==> src/rtl/core/atbl_pkg.sv <==
`timescale 1ns / 1ps

package atbl_pkg;

  // Command codes carried by one input transaction
  typedef enum logic [1:0] {
    OP_TICK    = 2'd0,
    OP_LAUNCH  = 2'd1,
    OP_RESTART = 2'd2,
    OP_NONE    = 2'd3
  } atbl_op_e;

  // Configuration register indexes
  localparam logic [1:0] REG_COMPUTE_LIMIT = 2'd0;
  localparam logic [1:0] REG_RATE_CAP      = 2'd1;
  localparam logic [1:0] REG_BURST_LIMIT   = 2'd2;

  localparam int unsigned LIMIT_W = 7;
  localparam int unsigned VAL_W   = 31;
  localparam int unsigned WORD_W  = 32;
  localparam int unsigned OPB_W   = 16;

  localparam logic [LIMIT_W-1:0] LIMIT_OFF   = 7'd100;
  localparam logic [WORD_W-1:0]  ADJ_GAIN    = 32'd50000;

  // Shared multiplier steps for the launch cost (five products)
  localparam int unsigned MUL_STEPS  = 5;
  // Divider retires RADIX_BITS quotient bits per cycle
  localparam int unsigned RADIX_BITS = 4;
  localparam int unsigned DIV_STEPS  = WORD_W / RADIX_BITS;
  localparam int unsigned CNT_W      = $clog2(DIV_STEPS);

  // Datapath commands issued by the controller
  typedef struct packed {
    logic             load;
    logic             gain;
    logic             square;
    logic             div_step;
    logic             steer;
    logic             refill;
    logic             mul_step;
    logic [CNT_W-1:0] mul_sel;
    logic             check;
    logic             restart;
    logic             out_load;
  } atbl_cmd_t;

  // Datapath status seen by the controller
  typedef struct packed {
    atbl_op_e op;
    logic     limit_on;
    logic     usage_valid;
    logic     big;
  } atbl_stat_t;

endpackage

==> src/rtl/core/atbl_ctrl.sv <==
`timescale 1ns / 1ps

module atbl_ctrl (
  input  logic                clk_i,
  input  logic                rst_ni,
  input  logic                in_valid_i,
  output logic                in_ready_o,
  output logic                out_valid_o,
  input  logic                out_ready_i,
  input  atbl_pkg::atbl_stat_t stat_i,
  output atbl_pkg::atbl_cmd_t  cmd_o
);

  typedef enum logic [10:0] {
    S_IDLE    = 11'b000_0000_0001,
    S_DECODE  = 11'b000_0000_0010,
    S_GAIN    = 11'b000_0000_0100,
    S_SQUARE  = 11'b000_0000_1000,
    S_DIV     = 11'b000_0001_0000,
    S_STEER   = 11'b000_0010_0000,
    S_REFILL  = 11'b000_0100_0000,
    S_MUL     = 11'b000_1000_0000,
    S_CHECK   = 11'b001_0000_0000,
    S_RESTART = 11'b010_0000_0000,
    S_DONE    = 11'b100_0000_0000
  } state_e;

  localparam logic [atbl_pkg::CNT_W-1:0] MulLast =
    atbl_pkg::CNT_W'(atbl_pkg::MUL_STEPS - 1);
  localparam logic [atbl_pkg::CNT_W-1:0] DivLast =
    atbl_pkg::CNT_W'(atbl_pkg::DIV_STEPS - 1);

  state_e                       state_q, state_d;
  logic [atbl_pkg::CNT_W-1:0]   cnt_q, cnt_d;
  logic                         out_valid_q, out_valid_d;
  logic                         slot_free;

  assign in_ready_o  = (state_q == S_IDLE);
  assign out_valid_o = out_valid_q;
  assign slot_free   = !out_valid_q || out_ready_i;

  // Sequence the datapath one transaction at a time
  always_comb begin
    state_d = state_q;
    cnt_d   = cnt_q;
    cmd_o   = '0;
    case (state_q)
      S_IDLE: begin
        if (in_valid_i) begin
          cmd_o.load = 1'b1;
          state_d    = S_DECODE;
        end
      end
      S_DECODE: begin
        cnt_d = '0;
        case (stat_i.op)
          atbl_pkg::OP_TICK: begin
            if (!stat_i.limit_on) begin
              state_d = S_DONE;
            end else if (stat_i.usage_valid) begin
              state_d = S_GAIN;
            end else begin
              state_d = S_REFILL;
            end
          end
          atbl_pkg::OP_LAUNCH:  state_d = S_MUL;
          atbl_pkg::OP_RESTART: state_d = S_RESTART;
          default:              state_d = S_DONE;
        endcase
      end
      S_GAIN: begin
        cmd_o.gain = 1'b1;
        state_d    = stat_i.big ? S_SQUARE : S_STEER;
      end
      S_SQUARE: begin
        cmd_o.square = 1'b1;
        state_d      = S_DIV;
      end
      S_DIV: begin
        cmd_o.div_step = 1'b1;
        cnt_d          = cnt_q + 1'b1;
        if (cnt_q == DivLast) begin
          state_d = S_STEER;
        end
      end
      S_STEER: begin
        cmd_o.steer = 1'b1;
        state_d     = S_REFILL;
      end
      S_REFILL: begin
        cmd_o.refill = 1'b1;
        state_d      = S_DONE;
      end
      S_MUL: begin
        cmd_o.mul_step = 1'b1;
        cmd_o.mul_sel  = cnt_q;
        cnt_d          = cnt_q + 1'b1;
        if (cnt_q == MulLast) begin
          state_d = S_CHECK;
        end
      end
      S_CHECK: begin
        cmd_o.check = 1'b1;
        state_d     = S_DONE;
      end
      S_RESTART: begin
        cmd_o.restart = 1'b1;
        state_d       = S_DONE;
      end
      S_DONE: begin
        if (slot_free) begin
          cmd_o.out_load = 1'b1;
          state_d        = S_IDLE;
        end
      end
      default: state_d = S_IDLE;
    endcase
  end

  // Hold the result until the output transaction completes
  always_comb begin
    out_valid_d = out_valid_q;
    if (cmd_o.out_load) begin
      out_valid_d = 1'b1;
    end else if (out_ready_i) begin
      out_valid_d = 1'b0;
    end
  end

  always_ff @(posedge clk_i or negedge rst_ni) begin
    if (!rst_ni) begin
      state_q     <= S_IDLE;
      cnt_q       <= '0;
      out_valid_q <= 1'b0;
    end else begin
      state_q     <= state_d;
      cnt_q       <= cnt_d;
      out_valid_q <= out_valid_d;
    end
  end

endmodule

==> src/rtl/core/atbl_dp.sv <==
`timescale 1ns / 1ps

module atbl_dp (
  input  logic                  clk_i,
  input  logic                  rst_ni,
  input  atbl_pkg::atbl_cmd_t   cmd_i,
  output atbl_pkg::atbl_stat_t  stat_o,
  input  logic                  cfg_valid_i,
  input  logic [1:0]            cfg_index_i,
  input  logic [30:0]           cfg_data_i,
  input  logic [1:0]            command_i,
  input  logic                  usage_valid_i,
  input  logic [15:0]           group_usage_i,
  input  logic [30:0]           grid_x_i,
  input  logic [15:0]           grid_y_i,
  input  logic [15:0]           grid_z_i,
  input  logic [10:0]           block_x_i,
  input  logic [10:0]           block_y_i,
  input  logic [6:0]            block_z_i,
  output logic                  granted_o,
  output logic [30:0]           tokens_now_o,
  output logic [30:0]           rate_now_o
);

  localparam int unsigned LW = atbl_pkg::LIMIT_W;
  localparam int unsigned VW = atbl_pkg::VAL_W;
  localparam int unsigned WW = atbl_pkg::WORD_W;
  localparam int unsigned BW = atbl_pkg::OPB_W;

  // Configuration
  logic [LW-1:0] limit_q;
  logic [VW-1:0] cap_q, burst_q;

  // Bucket state
  logic [VW-1:0] tokens_q, tokens_d;
  logic [VW-1:0] rate_q, rate_d;

  // Captured transaction and working registers
  logic [1:0]    op_q;
  logic          uvalid_q;
  logic [BW-1:0] d_q;
  logic          big_q, up_q;
  logic [BW-1:0] gy_q, gz_q, bx_q, by_q, bz_q;
  logic [WW-1:0] acc_q, acc_d;
  logic [LW-1:0] rem_q, rem_d;
  logic          granted_q, granted_d;

  // Output stage
  logic          out_granted_q;
  logic [VW-1:0] out_tokens_q, out_rate_q;

  logic          limit_on;
  logic [BW-1:0] limit_ext, d_in;
  logic          up_in;
  logic [WW-1:0] mul_a;
  logic [BW-1:0] mul_b, dim_sel;
  logic [WW+BW-1:0] product;
  logic [LW:0]   divisor;
  logic [LW:0]   div_r;
  logic [WW-1:0] div_q;
  logic [WW-1:0] rate_ext, tokens_ext;
  logic [WW-1:0] up_sum, fill_sum;

  assign limit_on  = (limit_q != '0) && (limit_q < atbl_pkg::LIMIT_OFF);
  assign limit_ext = BW'(limit_q);
  assign up_in     = limit_ext > group_usage_i;
  assign d_in      = up_in ? (limit_ext - group_usage_i) : (group_usage_i - limit_ext);
  assign divisor   = {1'b0, limit_q} + 1'b1;
  assign rate_ext   = {1'b0, rate_q};
  assign tokens_ext = {1'b0, tokens_q};
  assign up_sum     = rate_ext + acc_q;
  assign fill_sum   = tokens_ext + rate_ext;

  assign stat_o.op          = atbl_pkg::atbl_op_e'(op_q);
  assign stat_o.limit_on    = limit_on;
  assign stat_o.usage_valid = uvalid_q;
  assign stat_o.big         = big_q;

  assign granted_o    = out_granted_q;
  assign tokens_now_o = out_tokens_q;
  assign rate_now_o   = out_rate_q;

  // Select the launch dimension for this multiply step
  always_comb begin
    case (cmd_i.mul_sel)
      3'd0:    dim_sel = gy_q;
      3'd1:    dim_sel = gz_q;
      3'd2:    dim_sel = bx_q;
      3'd3:    dim_sel = by_q;
      default: dim_sel = bz_q;
    endcase
  end

  // Shared multiplier, low word kept
  assign mul_a   = cmd_i.gain ? atbl_pkg::ADJ_GAIN : acc_q;
  assign mul_b   = cmd_i.mul_step ? dim_sel : d_q;
  assign product = mul_a * mul_b;

  // Retire RADIX_BITS quotient bits of the restoring divider
  always_comb begin
    div_r = {1'b0, rem_q};
    div_q = acc_q;
    for (int i = 0; i < int'(atbl_pkg::RADIX_BITS); i++) begin
      div_r = {div_r[LW-1:0], div_q[WW-1]};
      div_q = {div_q[WW-2:0], 1'b0};
      if (div_r >= divisor) begin
        div_r    = div_r - divisor;
        div_q[0] = 1'b1;
      end
    end
  end

  // Advance working registers and bucket state
  always_comb begin
    acc_d     = acc_q;
    rem_d     = rem_q;
    tokens_d  = tokens_q;
    rate_d    = rate_q;
    granted_d = granted_q;
    if (cmd_i.load) begin
      acc_d     = {1'b0, grid_x_i};
      granted_d = 1'b0;
    end
    if (cmd_i.gain || cmd_i.mul_step) begin
      acc_d = product[WW-1:0];
    end
    if (cmd_i.square) begin
      acc_d = {product[WW-2:0], 1'b0};
      rem_d = '0;
    end
    if (cmd_i.div_step) begin
      acc_d = div_q;
      rem_d = div_r[LW-1:0];
    end
    if (cmd_i.steer) begin
      if (up_q) begin
        rate_d = (up_sum > {1'b0, cap_q}) ? cap_q : up_sum[VW-1:0];
      end else begin
        rate_d = (rate_ext > acc_q) ? (rate_q - acc_q[VW-1:0]) : '0;
      end
    end
    if (cmd_i.refill) begin
      tokens_d = (fill_sum > {1'b0, burst_q}) ? burst_q : fill_sum[VW-1:0];
    end
    if (cmd_i.check) begin
      if (!limit_on) begin
        granted_d = 1'b1;
      end else if (tokens_ext >= acc_q) begin
        tokens_d  = tokens_q - acc_q[VW-1:0];
        granted_d = 1'b1;
      end
    end
    if (cmd_i.restart) begin
      tokens_d = burst_q;
      rate_d   = '0;
    end
  end

  // Control state and configuration
  always_ff @(posedge clk_i or negedge rst_ni) begin
    if (!rst_ni) begin
      limit_q  <= atbl_pkg::LIMIT_OFF;
      cap_q    <= '0;
      burst_q  <= '0;
      tokens_q <= '0;
      rate_q   <= '0;
    end else begin
      tokens_q <= tokens_d;
      rate_q   <= rate_d;
      if (cfg_valid_i) begin
        case (cfg_index_i)
          atbl_pkg::REG_COMPUTE_LIMIT: limit_q <= cfg_data_i[LW-1:0];
          atbl_pkg::REG_RATE_CAP:      cap_q   <= cfg_data_i;
          atbl_pkg::REG_BURST_LIMIT:   burst_q <= cfg_data_i;
          default: ;
        endcase
      end
    end
  end

  // Payload and working registers
  always_ff @(posedge clk_i) begin
    acc_q     <= acc_d;
    rem_q     <= rem_d;
    granted_q <= granted_d;
    if (cmd_i.load) begin
      op_q     <= command_i;
      uvalid_q <= usage_valid_i;
      d_q      <= d_in;
      up_q     <= up_in;
      big_q    <= d_in > BW'(limit_q >> 1);
      gy_q     <= grid_y_i;
      gz_q     <= grid_z_i;
      bx_q     <= BW'(block_x_i);
      by_q     <= BW'(block_y_i);
      bz_q     <= BW'(block_z_i);
    end
    if (cmd_i.out_load) begin
      out_granted_q <= granted_q;
      out_tokens_q  <= tokens_q;
      out_rate_q    <= rate_q;
    end
  end

endmodule

==> src/rtl/core/adaptive_token_bucket_limiter_top.sv <==
`timescale 1ns / 1ps

// Adaptive token bucket limiter. Each input transaction is a tick, a launch
// request or a bucket restart and yields one result transaction with the grant
// flag and the token count and fill rate after the command. One transaction is
// worked on at a time. An unused command or a tick with limiting off goes
// straight to the result. A restart runs the restart step, a tick without a
// usage sample the refill step, and a tick that steers the rate the gain, steer
// and refill steps, with the square step and the 4-bit-per-cycle divider before
// steer on the large difference path. A launch makes five passes through the
// shared 32x16 multiplier for the cost, then the grant check. A result waits
// while a stalled output still holds the last one. A finished result waits in
// an output register while the next command is taken. Configuration writes are
// always ready and take effect at once.
module adaptive_token_bucket_limiter_top (
  input  logic        clk_i,
  input  logic        rst_ni,
  input  logic        cfg_valid_i,
  output logic        cfg_ready_o,
  input  logic [1:0]  cfg_index_i,
  input  logic [30:0] cfg_data_i,
  input  logic        in_valid_i,
  output logic        in_ready_o,
  input  logic [1:0]  command_i,
  input  logic        usage_valid_i,
  input  logic [15:0] group_usage_i,
  input  logic [30:0] grid_x_i,
  input  logic [15:0] grid_y_i,
  input  logic [15:0] grid_z_i,
  input  logic [10:0] block_x_i,
  input  logic [10:0] block_y_i,
  input  logic [6:0]  block_z_i,
  output logic        out_valid_o,
  input  logic        out_ready_i,
  output logic        granted_o,
  output logic [30:0] tokens_now_o,
  output logic [30:0] rate_now_o
);

  atbl_pkg::atbl_cmd_t  cmd;
  atbl_pkg::atbl_stat_t stat;

  assign cfg_ready_o = 1'b1;

  atbl_ctrl u_ctrl (
    .clk_i       (clk_i),
    .rst_ni      (rst_ni),
    .in_valid_i  (in_valid_i),
    .in_ready_o  (in_ready_o),
    .out_valid_o (out_valid_o),
    .out_ready_i (out_ready_i),
    .stat_i      (stat),
    .cmd_o       (cmd)
  );

  atbl_dp u_dp (
    .clk_i         (clk_i),
    .rst_ni        (rst_ni),
    .cmd_i         (cmd),
    .stat_o        (stat),
    .cfg_valid_i   (cfg_valid_i),
    .cfg_index_i   (cfg_index_i),
    .cfg_data_i    (cfg_data_i),
    .command_i     (command_i),
    .usage_valid_i (usage_valid_i),
    .group_usage_i (group_usage_i),
    .grid_x_i      (grid_x_i),
    .grid_y_i      (grid_y_i),
    .grid_z_i      (grid_z_i),
    .block_x_i     (block_x_i),
    .block_y_i     (block_y_i),
    .block_z_i     (block_z_i),
    .granted_o     (granted_o),
    .tokens_now_o  (tokens_now_o),
    .rate_now_o    (rate_now_o)
  );

`ifndef NO_ASSERTIONS
  // One transaction in flight: ready drops right after an accept
  a_single_item: assert property (@(posedge clk_i) disable iff (!rst_ni)
    in_valid_i && in_ready_o |=> !in_ready_o)
    else $error("input accepted while a transaction was in flight");

  // A pending result is never overwritten
  a_no_overwrite: assert property (@(posedge clk_i) disable iff (!rst_ni)
    cmd.out_load |-> (!out_valid_o || out_ready_i))
    else $error("result register loaded while still full");

  // The divider runs only with limiting active, so the divisor is sane
  a_div_limited: assert property (@(posedge clk_i) disable iff (!rst_ni)
    cmd.div_step |-> stat.limit_on && stat.big)
    else $error("divider stepped outside a large steering adjustment");
`endif

endmodule
==> config.mk <==
export PLATFORM = sky130hd
export DESIGN_NAME = adaptive_token_bucket_limiter_top
export DESIGN_NICKNAME = d
export VERILOG_FILES = /design/src/rtl/core/atbl_pkg.sv /design/src/rtl/core/atbl_ctrl.sv /design/src/rtl/core/atbl_dp.sv /design/src/rtl/core/adaptive_token_bucket_limiter_top.sv
export SDC_FILE = /design/constraint.sdc
export NUM_CORES = 2
export LEC_CHECK = 0
export BUFFER_PORTS_ARGS = -buffer_cell sky130_fd_sc_hd__buf_2
export CAP_MARGIN = 10
export CELL_PAD_IN_SITES_DETAIL_PLACEMENT = 1
export CELL_PAD_IN_SITES_GLOBAL_PLACEMENT = 2
export CORE_MARGIN = 8
export CORE_UTILIZATION = 40
export DETAILED_ROUTE_END_ITERATION = 10
export HOLD_SLACK_MARGIN = 0.02
export PLACE_DENSITY = 0.82
export SYNTH_ARGS = -nofsm -noshare
export SYNTH_HDL_FRONTEND = slang
export SYNTH_SLANG_ARGS = --single-unit
==> constraint.sdc <==
create_clock -name clk_i -period 12.3 [get_ports clk_i]
set_input_delay 1.23 -clock clk_i [delete_from_list [all_inputs] [get_ports clk_i]]
set_output_delay 1.23 -clock clk_i [all_outputs]
set_load 0.005 [all_outputs]
==> flow_summary.rst <==
.. list-table::
   :header-rows: 1

   * - Metric
     - Value
   * - Post-Synthesis Mean Instance Area
     - 9.202 µm²
   * - Count of antenna-violating nets left after detailed routing
     - 0
   * - RSZ-0062 raised after global routing
     - false
   * - Worst setup EP type
     - flop
   * - Final Slew Violations
     - 0
   * - Reg-to-reg startpoint
     - u_dp.limit_q[1]
   * - Hold Path Origin
     - u_dp.cap_q[19]
   * - Logic depth of the worst register-to-register path
     - 41
   * - Cell area after technology mapping
     - 35420 µm²
   * - Number of H-tree levels
     - 2
   * - Number of buffers created by CTS
     - 42
   * - Hold_buf cts
     - 0
   * - First-pass GRT wire length
     - 200.6 mm
   * - Slowest stage cell on the critical path
     - sky130_fd_sc_hd__a21oi_1
   * - Number of global-route vias before repair
     - 31253
   * - Data arrival time at the worst-slack endpoint
     - 10.83 ns
   * - Wire length per cell after detailed routing
     - 25.21 µm
   * - Core Rows
     - 109
   * - Final total negative setup slack
     - 0 ns
   * - Residual DRC count
     - 0
   * - Reg area
     - 9204 µm²
   * - DPL Wire Length
     - 104.4 mm
   * - Nature of the critical path startpoint
     - flop
   * - Min Clock Period, post-route
     - 10.49 ns
   * - Destination of the worst hold path
     - u_dp.cap_q[19]
   * - Worst Path Required
     - 12.64 ns
   * - Grt ovf
     - 0
   * - Final clock period utilization by the worst path
     - 85.28%
   * - Post-synthesis net count
     - 4620
   * - Proportion of synthesized chip area in sequential cells
     - 25.99%
   * - Synthesized instance count
     - 3849
   * - Post-cts resize count
     - 0
   * - EDFF count, synth
     - 184
   * - Final-report hold violation count
     - 0
   * - Number of optimization iterations in the first detailed-route pass
     - 5
   * - Number of design-rule violations left by the first detailed-router iteration
     - 2080
   * - Count of unique library cells instantiated by Yosys
     - 77
   * - Per-cell via count in the routed design
     - 5.624
   * - Final worst clock skew
     - 0.04737 ns
   * - Number of post-CTS setup repair buffers
     - 0
   * - Worst max-slew margin expressed relative to the limit
     - 13.53%
   * - Sink Count
     - 331
   * - Filler Cell Count
     - 10294
   * - Global routing usage summed across all routing layers
     - 26.51%
   * - PortBufs
     - 213
   * - Simple-Gate Fraction of Synth Area
     - 13.69%
   * - Most frequent cells in the layout
     - sky130_fd_sc_hd__inv_1 (530), sky130_fd_sc_hd__nand2_1 (362), sky130_fd_sc_hd__nor2_1 (332), sky130_fd_sc_hd__fa_1 (314), sky130_fd_sc_hd__ha_1 (308)
   * - Reg-to-reg setup timing slack
     - 1.81 ns
   * - Clock slew seen by the registers of the worst setup and hold paths
     - 0.06 ns
   * - Die width
     - 313.6 µm
   * - Worst hold stages
     - 1
   * - Critical R2R Capture
     - u_dp.rem_q[4]
   * - Drt total wl
     - 131.9 mm
   * - Share of the synthesized area in compound gates (AO/OA/AOI/OAI)
     - 14.26%
   * - Clock Tree Buf Depth
     - 3
   * - Post-synthesis mux area share
     - 5.295%
   * - Startpoint-to-endpoint class of the critical path
     - flop to flop
   * - Initial antenna violation count
     - 4
   * - Yosys reg bits
     - 331
   * - Fraction of layout instances using a drive strength above 1
     - 11.76%
   * - Nets@finish
     - 4802
   * - XOR/XNOR share of the synthesized area
     - 4.939%
   * - Leading cell type in the layout, fill and taps excluded
     - sky130_fd_sc_hd__inv_1
   * - Path type of the worst min-delay path
     - flop to flop
   * - Master cell of the clock root buffer
     - sky130_fd_sc_hd__clkbuf_16
   * - Async S/R FF share, synth
     - 44.11%
   * - Post-synthesis to final-layout area growth
     - 11.39%
   * - Floorplan die height
     - 313.6 µm
   * - Initial Utilization
     - 40.20%
   * - Peak fanout along the critical path
     - 12
   * - Largest net degree at the start of global routing
     - 75
   * - Most used cell along the critical path
     - sky130_fd_sc_hd__a21o_1
   * - Total of warnings raised by yosys
     - 0
   * - CP peak stage delay
     - 0.76 ns
   * - Top flip-flop cell by instance count after synthesis
     - sky130_fd_sc_hd__edfxtp_1
   * - Number of vias in the routed layout
     - 29431
   * - Total area of multi-input combinational cells
     - 23770 µm²
   * - Main combinational cell family by area after synthesis
     - adder cells
   * - Count of boundary I/O pins
     - 215
   * - Overall die area
     - 98330 µm²
   * - Worst slew pin tran
     - 1.292 ns
   * - Outcome
     - finished clean
   * - Final setup viols
     - 0
   * - Achievable clock frequency
     - 0.09534 GHz
   * - Total of max-cap violations
     - 0
   * - Clk Latency, worst-skew pair
     - 0.60 ns
   * - Std-Cell Core Area
     - 88100 µm²
   * - Final estimated routing congestion in global placement
     - 0.9187
   * - Adder-cell share of the synthesized area
     - 28.63%
   * - Clock tree from TritonCTS
     - built
[cell usage after synthesis (36+ instances only)]
cell / n / share of area (%)
sky130_fd_sc_hd__nand3_1: 80 / 1.1
sky130_fd_sc_hd__mux2_2: 85 / 2.7
sky130_fd_sc_hd__o21ai_0: 165 / 2.3
sky130_fd_sc_hd__dfrtp_1: 142 / 10
sky130_fd_sc_hd__xnor2_1: 141 / 3.5
sky130_fd_sc_hd__a21o_1: 110 / 2.3
sky130_fd_sc_hd__nor2_1: 334 / 3.5
sky130_fd_sc_hd__xor2_1: 51 / 1.3
sky130_fd_sc_hd__mux2i_1: 85 / 2.4
sky130_fd_sc_hd__nor3_1: 53 / 0.75
sky130_fd_sc_hd__inv_1: 531 / 5.6
sky130_fd_sc_hd__fa_1: 314 / 18
sky130_fd_sc_hd__a21oi_1: 208 / 2.9
sky130_fd_sc_hd__nor2b_1: 36 / 0.64
sky130_fd_sc_hd__edfxtp_1: 184 / 16
sky130_fd_sc_hd__clkbuf_1: 117 / 1.2
sky130_fd_sc_hd__and3_1: 39 / 0.69
sky130_fd_sc_hd__ha_1: 308 / 11
sky130_fd_sc_hd__nand2_1: 363 / 3.8
sky130_fd_sc_hd__o21bai_1: 36 / 0.76
[registers in the layout (all words and copies together) (netlist names), 2 cells and up]
name / flops
u_dp.bz_q: 7
u_dp.tokens_now_o: 31
u_dp.acc_q: 32
u_dp.rate_q: 31
u_dp.rem_q: 7
u_dp.d_q: 16
u_dp.tokens_q: 31
u_dp.gy_q: 16
u_dp.bx_q: 11
u_dp.cap_q: 31
u_ctrl.state_q: 11
u_dp.burst_q: 31
u_dp.rate_now_o: 31
u_dp.gz_q: 16
u_dp.by_q: 11
u_dp.limit_q: 7
u_dp.op_q: 2
u_ctrl.cnt_q: 3
[metal layers]
metal  track usage [%]  part of all wire (%)  vias up
li1                  -                     -    13406
met1             35.98                    44    14981
met2             43.53                    47      836
met3             3.605                   5.3      208
met4             8.872                   3.7        0
met5                 0                     0        -
[logic make-up (layout without fill, tap and decap cells)]
logic type,count (synthesis),in the layout
DFF,331,331
and+or+nand+nor,1069,1069
xor gates and xnor gates,195,195
muxes,173,173
buffers and inverters,674,889
other,1,5
adders and majority gates,622,622
AOI/OAI and AO/OA,784,784
[how the worst max path moves through the flow]
stage | start | to | slack (ns) | cells after the start
6_report | u_dp.limit_q[1] | u_dp.rem_q[4] | 1.81 | 41
5_1_grt | u_dp.limit_q[1] | u_dp.rem_q[4] | 0.79 | 41
4_1_cts | u_dp.limit_q[1] | u_dp.rem_q[4] | 1.86 | 41
3_5_place_dp | u_dp.limit_q[1] | u_dp.rem_q[4] | 1.86 | 41
3_3_place_gp | u_dp.limit_q[1] | u_dp.rem_q[1] | 2.17 | 41
2_1_floorplan | u_dp.limit_q[1] | u_dp.rem_q[1] | 2.89 | 42
[layout make-up]
cell class              instances  area share (%)
inverters                     532           5.065
repair buffers                280           3.993
diodes                          4         0.02537
multi-input cells            2844           60.25
clock inverters                19          0.6438
flip-flops and latches        331           23.33
well taps                    1165           3.695
clock buffers                  58           2.997
[through the flow]
stage	hold WS, ns	cell area [µm²]	util, %	setup slack (ns)	instances
finish	0.5084	39450	44.78	1.811	5233
global route	0.5382	39450	44.77	0.7869	5230
CTS	0.5113	39440	44.77	1.856	5229
detailed placement	0.4978	38010	43.14	1.856	5152
global placement	0.4860	38010	43.14	2.167	5152
floorplan	0.4081	35420	-	2.886	3849
[critical path: cells and delay by family, from the launching register on]
family | cells | cell delay (ns)
DFF | 1 | 0.47
muxes | 3 | 0.82
adders and majority gates | 5 | 1.97
xor gates and xnor gates | 1 | 0.46
AOI/OAI and AO/OA | 28 | 5.87
and+or+nand+nor | 2 | 0.21
buffers and inverters | 2 | 0.45
Power is left out: the tool's default activity adds up to more than one toggle a clock period on the data nets, which glitch-free logic cannot reach.
